$ cat src/rtl/core/bfba_pkg.sv
// Shared types and defaults for the best-fit block allocator.
// No dependencies; used by bfba_scan and best_fit_block_allocator.
`default_nettype none

package bfba_pkg;

	localparam int NUM_BLOCKS_DEF = 16;
	localparam int SIZE_WIDTH_DEF = 16;
	localparam int BLOCK_COUNT_W  = 5;
	localparam int ENTRY_W        = 4;
	localparam int SIZE_VALUE_W   = 16;
	localparam logic [BLOCK_COUNT_W-1:0] BLOCK_COUNT_RST = 5'd16;

	localparam logic REQ_LOAD  = 1'b0;
	localparam logic REQ_ALLOC = 1'b1;

	typedef enum logic [1:0] {
		ST_IDLE,
		ST_SCAN,
		ST_DRAIN,
		ST_FINISH
	} state_t;

	typedef struct packed {
		logic                    granted;
		logic [ENTRY_W-1:0]      chosen_block;
		logic [SIZE_VALUE_W-1:0] leftover_size;
	} scan_res_t;

endpackage

`default_nettype wire

$ cat src/rtl/core/bfba_mem.sv
// Free-size table: one write port, one registered read port.
// No package dependencies.
`default_nettype none

module bfba_mem #(
	parameter int DEPTH  = 16,
	parameter int IDX_W  = 4,
	parameter int DATA_W = 16
) (
	input  wire logic              clk,
	input  wire logic              we,
	input  wire logic [IDX_W-1:0]  waddr,
	input  wire logic [DATA_W-1:0] wdata,
	input  wire logic              re,
	input  wire logic [IDX_W-1:0]  raddr,
	output logic      [DATA_W-1:0] rdata
);

	logic [DATA_W-1:0] mem_q [DEPTH];
	logic [DATA_W-1:0] rdata_q;

	always_ff @(posedge clk) begin
		if (we) begin
			mem_q[waddr] <= wdata;
		end
	end

	always_ff @(posedge clk) begin
		if (re) begin
			rdata_q <= mem_q[raddr];
		end
	end

	assign rdata = rdata_q;

endmodule

`default_nettype wire

$ cat src/rtl/core/bfba_scan.sv
// Sequencer and shared subtract/compare unit for the best-fit search.
// Depends on bfba_pkg; drives the table in bfba_mem.
`default_nettype none

module bfba_scan #(
	parameter int NUM_BLOCKS = bfba_pkg::NUM_BLOCKS_DEF,
	parameter int SIZE_WIDTH = bfba_pkg::SIZE_WIDTH_DEF,
	parameter int IDX_W      = 4
) (
	input  wire logic                                clk,
	input  wire logic                                arst_n,
	input  wire logic [bfba_pkg::BLOCK_COUNT_W-1:0]  block_count,
	input  wire logic                                in_valid,
	output logic                                     in_ready,
	input  wire logic                                in_type,
	input  wire logic [bfba_pkg::ENTRY_W-1:0]        in_index,
	input  wire logic [bfba_pkg::SIZE_VALUE_W-1:0]   in_size,
	output logic                                     res_valid,
	input  wire logic                                res_ready,
	output bfba_pkg::scan_res_t                      res,
	output logic                                     mem_we,
	output logic      [IDX_W-1:0]                    mem_waddr,
	output logic      [SIZE_WIDTH-1:0]               mem_wdata,
	output logic                                     mem_re,
	output logic      [IDX_W-1:0]                    mem_raddr,
	input  wire logic [SIZE_WIDTH-1:0]               mem_rdata
);

	localparam int CNT_W = $clog2(NUM_BLOCKS + 1);

	bfba_pkg::state_t state_q, state_d;

	logic [CNT_W-1:0]      cnt_q;
	logic [CNT_W-1:0]      limit_q;
	logic [CNT_W-1:0]      limit_d;
	logic [SIZE_WIDTH-1:0] size_q;
	logic                  found_q;
	logic [IDX_W-1:0]      best_idx_q;
	logic [SIZE_WIDTH-1:0] best_left_q;
	logic                  cmp_vld_s1;
	logic [IDX_W-1:0]      cmp_idx_s1;

	logic                  accept;
	logic                  load_hit;
	logic [SIZE_WIDTH-1:0] in_size_w;
	logic [SIZE_WIDTH-1:0] left;
	logic                  fits;
	logic                  better;
	logic                  scan_last;

	assign accept    = in_valid && in_ready;
	assign in_size_w = SIZE_WIDTH'(in_size);
	assign load_hit  = (32'(in_index) < NUM_BLOCKS);
	assign limit_d   = (32'(block_count) > NUM_BLOCKS) ? CNT_W'(NUM_BLOCKS)
	                                                    : CNT_W'(block_count);
	assign scan_last = (cnt_q == limit_q - CNT_W'(1));

	// shared unit: one subtract and two compares per table entry
	assign fits   = mem_rdata > size_q;
	assign left   = mem_rdata - size_q;
	assign better = fits && (!found_q || (left < best_left_q));

	always_comb begin
		state_d = state_q;
		unique case (state_q)
			bfba_pkg::ST_IDLE: begin
				if (accept && in_type == bfba_pkg::REQ_ALLOC) begin
					state_d = (limit_d == '0) ? bfba_pkg::ST_FINISH : bfba_pkg::ST_SCAN;
				end
			end
			bfba_pkg::ST_SCAN: begin
				if (scan_last) begin
					state_d = bfba_pkg::ST_DRAIN;
				end
			end
			bfba_pkg::ST_DRAIN: begin
				state_d = bfba_pkg::ST_FINISH;
			end
			bfba_pkg::ST_FINISH: begin
				if (res_ready) begin
					state_d = bfba_pkg::ST_IDLE;
				end
			end
			default: state_d = bfba_pkg::ST_IDLE;
		endcase
	end

	always_comb begin
		in_ready  = 1'b0;
		res_valid = 1'b0;
		mem_re    = 1'b0;
		mem_we    = 1'b0;
		mem_waddr = best_idx_q;
		mem_wdata = best_left_q;
		unique case (state_q)
			bfba_pkg::ST_IDLE: begin
				in_ready = 1'b1;
				if (in_valid && in_type == bfba_pkg::REQ_LOAD && load_hit) begin
					mem_we    = 1'b1;
					mem_waddr = IDX_W'(in_index);
					mem_wdata = in_size_w;
				end
			end
			bfba_pkg::ST_SCAN: begin
				mem_re = 1'b1;
			end
			bfba_pkg::ST_DRAIN: begin
			end
			bfba_pkg::ST_FINISH: begin
				res_valid = 1'b1;
				mem_we    = res_ready && found_q;
			end
			default: begin
			end
		endcase
	end

	assign mem_raddr = cnt_q[IDX_W-1:0];

	assign res.granted       = found_q;
	assign res.chosen_block  = found_q ? bfba_pkg::ENTRY_W'(best_idx_q) : '0;
	assign res.leftover_size = found_q ? bfba_pkg::SIZE_VALUE_W'(best_left_q) : '0;

	always_ff @(posedge clk or negedge arst_n) begin
		if (!arst_n) begin
			state_q    <= bfba_pkg::ST_IDLE;
			cnt_q      <= '0;
			found_q    <= 1'b0;
			cmp_vld_s1 <= 1'b0;
		end else begin
			state_q    <= state_d;
			cmp_vld_s1 <= (state_q == bfba_pkg::ST_SCAN);
			if (accept) begin
				cnt_q   <= '0;
				found_q <= 1'b0;
			end else begin
				if (state_q == bfba_pkg::ST_SCAN) begin
					cnt_q <= cnt_q + CNT_W'(1);
				end
				if (cmp_vld_s1 && better) begin
					found_q <= 1'b1;
				end
			end
		end
	end

	always_ff @(posedge clk) begin
		if (accept) begin
			size_q  <= in_size_w;
			limit_q <= limit_d;
		end
		if (state_q == bfba_pkg::ST_SCAN) begin
			cmp_idx_s1 <= cnt_q[IDX_W-1:0];
		end
		if (cmp_vld_s1 && better) begin
			best_idx_q  <= cmp_idx_s1;
			best_left_q <= left;
		end
	end

`ifndef SYNTHESIS
	a_cmp_in_scan: assert property (@(posedge clk) disable iff (!arst_n)
		cmp_vld_s1 |-> (state_q == bfba_pkg::ST_SCAN || state_q == bfba_pkg::ST_DRAIN))
		else $error("compare stage active outside scan");

	a_cnt_bound: assert property (@(posedge clk) disable iff (!arst_n)
		(state_q == bfba_pkg::ST_SCAN) |-> (cnt_q < limit_q))
		else $error("scan counter past block count");

	a_no_exact_fit: assert property (@(posedge clk) disable iff (!arst_n)
		(state_q == bfba_pkg::ST_FINISH && found_q) |-> (best_left_q != '0))
		else $error("exact fit selected");

	a_ready_idle: assert property (@(posedge clk) disable iff (!arst_n)
		(accept && in_type == bfba_pkg::REQ_ALLOC) |=> !in_ready)
		else $error("input taken during search");
`endif

endmodule

`default_nettype wire

$ cat src/rtl/core/best_fit_block_allocator.sv
// Best-fit block allocator top level: config register, output register.
// Depends on bfba_pkg, bfba_mem and bfba_scan.
//
//  channel  | dir | beat fields (low bit first)
//  ---------+-----+-----------------------------------------------
//  s_ axis  | in  | tuser: req_type; tdata: entry_index, size_value
//  m_ axis  | out | tuser: granted;  tdata: chosen_block, leftover_size
//  cfg      | in  | cfg_wdata: block_count, written when cfg_wen
//
// A load beat leaves s_tready high for the next beat. An allocate beat holds
// s_tready low while the search reads min(block_count, NUM_BLOCKS) table entries,
// one entry per cycle through the single read port, and until its result is passed
// on. A zero count skips the search and holds s_tready low until the result is passed on.
// A finished result waits in the output register; a new beat is taken meanwhile.
// A second result waits in the sequencer, s_tready low, until m_tready frees it.
// Reset clears control state only; table entries are undefined until loaded.
`default_nettype none

module best_fit_block_allocator #(
	parameter int NUM_BLOCKS = bfba_pkg::NUM_BLOCKS_DEF,
	parameter int SIZE_WIDTH = bfba_pkg::SIZE_WIDTH_DEF
) (
	input  wire logic                               clk,
	input  wire logic                               arst_n,
	input  wire logic                               cfg_wen,
	input  wire logic [bfba_pkg::BLOCK_COUNT_W-1:0] cfg_wdata,
	input  wire logic                               s_tvalid,
	output logic                                    s_tready,
	input  wire logic [23:0]                        s_tdata,  // entry_index, size_value
	input  wire logic                               s_tuser,  // req_type
	output logic                                    m_tvalid,
	input  wire logic                               m_tready,
	output logic      [23:0]                        m_tdata,  // chosen_block, leftover_size
	output logic                                    m_tuser   // granted
);

	localparam int IDX_W = (NUM_BLOCKS > 1) ? $clog2(NUM_BLOCKS) : 1;

	logic [bfba_pkg::BLOCK_COUNT_W-1:0] block_count_q;
	logic                               m_valid_q;
	bfba_pkg::scan_res_t                res_q;
	bfba_pkg::scan_res_t                res;
	logic                               res_valid;
	logic                               res_ready;
	logic                               mem_we;
	logic [IDX_W-1:0]                   mem_waddr;
	logic [SIZE_WIDTH-1:0]              mem_wdata;
	logic                               mem_re;
	logic [IDX_W-1:0]                   mem_raddr;
	logic [SIZE_WIDTH-1:0]              mem_rdata;

	always_ff @(posedge clk or negedge arst_n) begin
		if (!arst_n) begin
			block_count_q <= bfba_pkg::BLOCK_COUNT_RST;
		end else if (cfg_wen) begin
			block_count_q <= cfg_wdata;
		end
	end

	bfba_mem #(
		.DEPTH  (NUM_BLOCKS),
		.IDX_W  (IDX_W),
		.DATA_W (SIZE_WIDTH)
	) u_mem (
		.clk   (clk),
		.we    (mem_we),
		.waddr (mem_waddr),
		.wdata (mem_wdata),
		.re    (mem_re),
		.raddr (mem_raddr),
		.rdata (mem_rdata)
	);

	bfba_scan #(
		.NUM_BLOCKS (NUM_BLOCKS),
		.SIZE_WIDTH (SIZE_WIDTH),
		.IDX_W      (IDX_W)
	) u_scan (
		.clk         (clk),
		.arst_n      (arst_n),
		.block_count (block_count_q),
		.in_valid    (s_tvalid),
		.in_ready    (s_tready),
		.in_type     (s_tuser),
		.in_index    (s_tdata[3:0]),
		.in_size     (s_tdata[19:4]),
		.res_valid   (res_valid),
		.res_ready   (res_ready),
		.res         (res),
		.mem_we      (mem_we),
		.mem_waddr   (mem_waddr),
		.mem_wdata   (mem_wdata),
		.mem_re      (mem_re),
		.mem_raddr   (mem_raddr),
		.mem_rdata   (mem_rdata)
	);

	assign res_ready = !m_valid_q || m_tready;

	always_ff @(posedge clk or negedge arst_n) begin
		if (!arst_n) begin
			m_valid_q <= 1'b0;
		end else if (res_valid && res_ready) begin
			m_valid_q <= 1'b1;
		end else if (m_tready) begin
			m_valid_q <= 1'b0;
		end
	end

	always_ff @(posedge clk) begin
		if (res_valid && res_ready) begin
			res_q <= res;
		end
	end

	assign m_tvalid = m_valid_q;
	assign m_tuser  = res_q.granted;
	assign m_tdata  = {4'b0000, res_q.leftover_size, res_q.chosen_block};

endmodule

`default_nettype wire
$ cat config.mk
export PLATFORM = sky130hd
export DESIGN_NAME = best_fit_block_allocator
export DESIGN_NICKNAME = d
export VERILOG_FILES = /design/src/rtl/core/bfba_pkg.sv /design/src/rtl/core/bfba_mem.sv /design/src/rtl/core/bfba_scan.sv /design/src/rtl/core/best_fit_block_allocator.sv
export SDC_FILE = /design/constraint.sdc
export NUM_CORES = 1
export LEC_CHECK = 0
export BUFFER_PORTS_ARGS = -buffer_cell sky130_fd_sc_hd__buf_2
export CORE_ASPECT_RATIO = 0.7
export CORE_UTILIZATION = 60
export CTS_CLUSTER_SIZE = 20
export DETAILED_ROUTE_END_ITERATION = 10
export GPL_TIMING_DRIVEN = 0
export PLACE_DENSITY = 0.78
export RECOVER_POWER = 25
export SLEW_MARGIN = 20
export SYNTH_ARGS = -nofsm -noshare
export SYNTH_HDL_FRONTEND = slang
export SYNTH_SLANG_ARGS = --single-unit
$ cat constraint.sdc
create_clock -name clk -period 4.3 [get_ports clk]
set_input_delay 0.645 -clock clk [delete_from_list [all_inputs] [get_ports clk]]
set_output_delay 0.645 -clock clk [all_outputs]
set_load 0.05 [all_outputs]
Yosys cells after proc, flatten, opt, wreduce, memory -nomap -nowiden:

Memories as Yosys holds them, arrays and structs flattened. A register that Yosys moved wholly into a read port is not among the register bits.
Index checks and enable logic that the tools add are counted.
Widths: inputs -> output; s select.

* register bits: 81
* RAM bits: 256
* input bits: 35
* output and inout port bits: 27
* logic and storage cells: 69
* memories kept: 1

* add/subtract/negate cells: 3
* magnitude comparators: 3
* eq/ne operators: 7
* multiplexer cells: 23
* bitwise logic cells: 1
* reduce and logical (&&, ||, !) cells: 17

Memories
* u_mem.mem_q: words 16, bits a word 16, read ports 1, clocked after memory_dff 1, write ports 1, line bfba_mem.sv:19 `logic [DATA_W-1:0] mem_q [DEPTH];`

Operators by type and width (number)
* $mux 16: 2
* $gt 16x16->1: 1
* $lt 16x16->1: 1
* $sub 16x16->16: 1
* $mux 5: 3
* $mux 1: 10
* $mux 2: 4
* $mux 4: 2
* $pmux 2 s4: 1
* $logic_and 1x1->1: 7
* $reduce_bool 2->1: 3
* $add 5x1->5 const B: 1
* $eq 5x5->1: 1
* $gt 5x5->1 const B: 1
* $logic_not 5->1: 1
* $sub 5x1->5 const B: 1
* $eq 2x2->1 const B: 2
* $ne 2x1->1 const B: 2
* $reduce_and 3->1: 1
* $eq 2x1->1 const B: 1
* $logic_not 1->1: 2
* $logic_not 2->1: 1
* $logic_or 1x1->1: 2
* $ne 2x2->1 const B: 1
* 2 further kinds: 2

Longest topological paths before layout:

* depth in word-level cells: 7
* mapped depth: 16
* gate-level depth less buffers: 16

By module:

From an unflattened synthesis, not the netlist that was laid out.

* cell total of the unflattened synthesis: 817
* area, all modules: 14782.9 um^2

Modules (own cells, without submodules)
* bfba_mem: instances 1, cells each 432, area an instance 10203.5 um^2
* bfba_scan: instances 1, cells each 345, area an instance 3688.5 um^2
* best_fit_block_allocator: instances 1, cells each 40, area an instance 890.9 um^2

Worst setup path after synthesis:

OpenSTA, ideal clock, no wires.

* kind: reg2reg
* from: register u_mem.rdata_q[0], in the netlist u_mem.rdata[0] (read register of u_mem.mem_q)
* to: register u_scan.best_idx_q[0], enable pin
* library setup time: 0.375 ns
* arrival time: 3.175 ns
* required time: 3.925 ns
* path slack: 0.750 ns
* cell stages (with the launch flop): 16
* path buffers: 0
* clock period less this slack: 3.550 ns
* cell sequence: edfxtp_1 > inv_1 > ha_1 > inv_1 > fa_1 > a211oi_1 > o21ai_1 > a31oi_1 > o211ai_1 > a41oi_1 > a21oi_1 > ha_1 > a21oi_1 > nor2b_1 > o21ai_0 > o211a_1

* longest elaborated chain between the ends: 5
* elaborated cells on any way between the ends: 6
* classes of those cells: add/sub (1); order compare (2); reduce/logical (3)

Ends and longest elaborated chain
* from (decl): line bfba_mem.sv:20 `logic [DATA_W-1:0] rdata_q;`
* $sub 16x16->16: line bfba_scan.sv:60 `assign left = mem_rdata - size_q;`
* named net u_scan.left[14]: line bfba_scan.sv:46 `logic [SIZE_WIDTH-1:0] left;`
* $lt 16x16->1: line bfba_scan.sv:61 `assign better = fits && (!found_q || (left < best_left_q));`
* $logic_or 1x1->1: line bfba_scan.sv:61
* $logic_and 1x1->1: line bfba_scan.sv:61
* $logic_and 1x1->1: line bfba_scan.sv:155 `if (cmp_vld_s1 && better) begin`
* to (signal assigned): line bfba_scan.sv:156 `best_idx_q <= cmp_idx_s1;`
* to (decl): line bfba_scan.sv:38 `logic [IDX_W-1:0] best_idx_q;`

The timed path passes the listed nets, and every way through them passes these cells.
A chain may end at the register's enable or synchronous reset.

Worst setup path in the final report:

* from: register u_mem.rdata_q[0], in the netlist u_mem.rdata[0] (read register of u_mem.mem_q)
* to: register u_scan.best_idx_q[2], enable pin

Same word-level chain as after synthesis.

==> results by group <==
Cells and area
  • Post-layout nets: 1,018
  • Area grow syn2layout: 12.9%
  • Fill cells: 1,502
  • Layout cells sized above 1: 21.5%
  • Inserted Diodes: 0
  • Commonest non-fill, non-tap cells in the layout: 338 x edfxtp_1, 64 x mux4_2, 61 x clkbuf_1
  • Multi-input gate area: 3960 sq um
  • Storage cell area: 10,500 sq um
  • Commonest non-fill, non-tap cell in the layout: edfxtp_1
  • Final instance area: 16,700 sq um
  • Final Core Density: 69.9%

Detailed routing
  • Detailed-route DRC error count: 0
  • Pre-Repair DR Iteration Count: 7
  • Initial DRC Count: 914
  • Routed len/inst: 25.0 microns
  • Via count: 8,109
  • ANT nets after route: 0
  • Via density: 6.30
  • Total Routed Length: 32,100 microns

Run status
  • Failing checks: max-capacitance violations, max-slew violations
  • Status: finished, violations left

Pwr
  • Leak pwr: 0.00567 uW
  • PnR Total Power: 11,800 uW
  • Pwr/cell area: 703 nW/um^2
  • VDD IR max: 548 uV

Die
  • Core area: 23,900 sq um
  • # rows: 47
  • Die width: 190 microns
  • Die Y: 133 microns
  • # IOs: 62
  • Initial Utilization: 61.9%
  • Die footprint: 25,300 sq um

Clock network
  • Clock Tree Root: clkbuf_16
  • Clk_lat worst skew: 0.56 ns
  • Num CTS Buffers: 30
  • Clk buf depth: 3
  • Clock edge transition at the registers on the reported setup and hold paths: 0.07 ns
  • H-Tree Depth: 1
  • Clk sink count: 353
  • Post-CTS Setup Bufs: 0
  • TritonCTS clock tree: built

Placed design
  • Port buffer count: 53
  • Pre-CTS WS: -0.0508 ns
  • Placed instance area: 15,700 sq um
  • RePlAce Congestion: 0.924
  • Hpwl dp: 21,900 microns

STA
  • Final Max Tran Viols: 23
  • RSZ-0062 raised after global routing: false
  • Worst Tran Pin Value: 1.61 ns
  • Slew headroom: -7.18%
  • Worst setup margin: 0.270 ns
  • Final period util: 93.7%
  • Setup TNS: 0 ns
  • Final setup fails: 0
  • Fmax: 0.248 GHz
  • Layout Skew: 0.0185 ns
  • Tmin final: 4.03 ns
  • Final hold vios: 0

Yosys
  • Async SR Flop Fraction: 4.25%
  • Ys flop type: edfxtp_1
  • #FFs+latches synth: 353
  • Area leader, netlist: edfxtp_1
  • Number of synthesized flops with an enable pin: 338
  • Top area cells in the synthesized netlist: edfxtp_1 69%, mux4_2 9.7%, ha_1 3.1%
  • Post-synth top area share: 68.5%
  • Register area share after synthesis: 71.1%
  • Cell Area, Synth: 14,800 sq um
  • YS warnings: 0
  • Avg Cell Area, Syn: 17.6 sq um
  • Cells after Synth: 840
  • Post-synth cell types: 63

Setup path
  • Critical path depth in cells: 15
  • Crit-path max cell delay: 0.42 ns
  • Crit-path cells: inv_1 > ha_1 > inv_1 > fa_1 > a211oi_1 > o21ai_1 > a31oi_2 > o211ai_1 > a41oi_1 > a21oi_1 > ha_1 > a21oi_1 > nor2b_1 > o21ai_1 > o211a_4
  • Internal reg-to-reg setup slack: 0.27 ns
  • WP data required: 4.53 ns
  • Crit path buffers/inverters: 2
  • CP Launch Type: register
  • Worst reg2reg endpoint: u_scan.best_idx_q[2]
  • Worst r2r path cells: 15
  • CP max FO: 10
  • Delay-heaviest family, CP: compound AO/OA/AOI/OAI gates
  • Crit path capture: u_scan.best_idx_q[2]
  • CP max stage cell: fa_1
  • Worst setup startpoint: u_mem.rdata[0]
  • WP data arrival: 4.26 ns
  • Critical path class: reg -> reg
  • Worst setup EP type: register
  • R2r startpoint: u_mem.rdata[0]

GRT
  • Initial antenna violation count: 0
  • Global-route wire length before repair: 47,700 microns
  • All-Layer GR Usage: 25.8%
  • Vias in the first global route: 7,932
  • Gr ovfl total: 0
  • Pin count of the biggest net entering global routing: 28

Hold path
  • Hold path cells: 1
  • Min-Delay Path Class: in -> reg

Job
  • # Max-Cap Violations: 1
[stage by stage]
| stage | hold WS (ns) | instances |
|---|---|---|
| 6_report | 0.275 | 1287 |
| 5_1_grt | 0.263 | 1287 |
| 4_1_cts | 0.253 | 1286 |
| 3_5_place_dp | 0.409 | 1229 |
| 3_3_place_gp | 0.405 | 1214 |
| 2_1_floorplan | 0.349 | 843 |
[worst register-to-register path, stage by stage, from the launching register on]
cell	delay, ns
edfxtp_1	0.36
inv_1	0.07
ha_1	0.16
inv_1	0.06
fa_1	0.42
a211oi_1	0.38
o21ai_1	0.23
a31oi_2	0.35
o211ai_1	0.18
a41oi_1	0.24
a21oi_1	0.13
ha_1	0.32
a21oi_1	0.14
nor2b_1	0.07
o21ai_1	0.26
o211a_4	0.34
[report_power, final]
group	total, uW	internal (uW)	switching [uW]
clock network	2770	1600	1170
registers	4800	4620	179
logic	4180	1530	2650
total	11800	7750	4000
[cells by family (layout without fill, tap and decap cells)]
family                   after synthesis  in the layout  synth area share [%]
buffers and inverters                 89            214                  2.75
multiplexers                         105            105                  12.7
XOR/XNOR                              19             19                  1.12
adder cells (fa/ha/maj)               38             38                  3.26
other                                  1              4                0.0253
AND/OR/NAND/NOR                      130            130                  4.50
flip-flops                           353            353                  71.1
AO/OA/AOI/OAI                        105            106                  4.56
[state kept, by name, summed over array words and instances (netlist names), 2 cells and up]
name                count
block_count_q           5
m_tdata                20
u_scan.size_q          16
u_scan.limit_q          5
u_scan.cnt_q            5
u_scan.cmp_idx_s1       4
u_scan.best_left_q     16
u_scan.best_idx_q       4
u_scan.state_q          2
u_mem.rdata            16
u_mem.mem_q           256
[area by class of cell]
cell class	count	share of cell area, %
timing repair buffer	69	2.60
sequential	353	62.9
multi-input combinational	402	23.7
tap	318	2.38
clock inverter	12	0.950
inverter	51	1.14
buffer	38	1.27
clock buffer	44	5.05
[synthesized netlist by cell type, drive strengths merged (2+ instances only)]
cell	number
o31a	2
nor2	50
o41ai	2
o211ai	3
xor2	6
mux2	21
nor2b	22
a31oi	8
o21a	4
buf	25
nand4	4
nand2	17
clkbuf	13
a211oi	20
nand3b	3
nand2b	6
nor3	7
o22ai	2
dfrtp	14
inv	50
nand3	5
mux4	64
and2	6
ha	37
mux2i	20
o21ai	13
nor3b	3
xnor2	13
a21o	6
a21oi	35
edfxtp	338
and3	2
[how the worst min path moves through the flow]
stage                                    start                   end  slack [ns]
after detailed placement  u_scan.cmp_idx_s1[1]  u_scan.best_idx_q[1]        0.41
after CTS                          s_tdata[14]     u_scan.size_q[10]        0.25
final                              s_tdata[14]     u_scan.size_q[10]        0.28
after floorplan                         arst_n      block_count_q[0]        0.35
after global routing               s_tdata[15]     u_scan.size_q[11]        0.26
after global placement    u_scan.cmp_idx_s1[1]  u_scan.best_idx_q[1]        0.41
[timing repair]
action                                  4_1_cts  5_1_grt
gates resized for setup                       1        5
endpoints found under the setup margin       20       20
hold buffers                                  1        0
cloned                                        0        1
hold endpoints to repair                      1        0
[per-layer routing]
metal / GRT usage [%] / part of all wire (%) / vias up
li1: - / - / 3501
met1: 40.1 / 43 / 4109
met2: 38.7 / 46 / 460
met3: 5.35 / 9.7 / 39
met4: 4.88 / 1.6 / 0
met5: 0 / 0 / -
(Power assumes the default switching activity.)
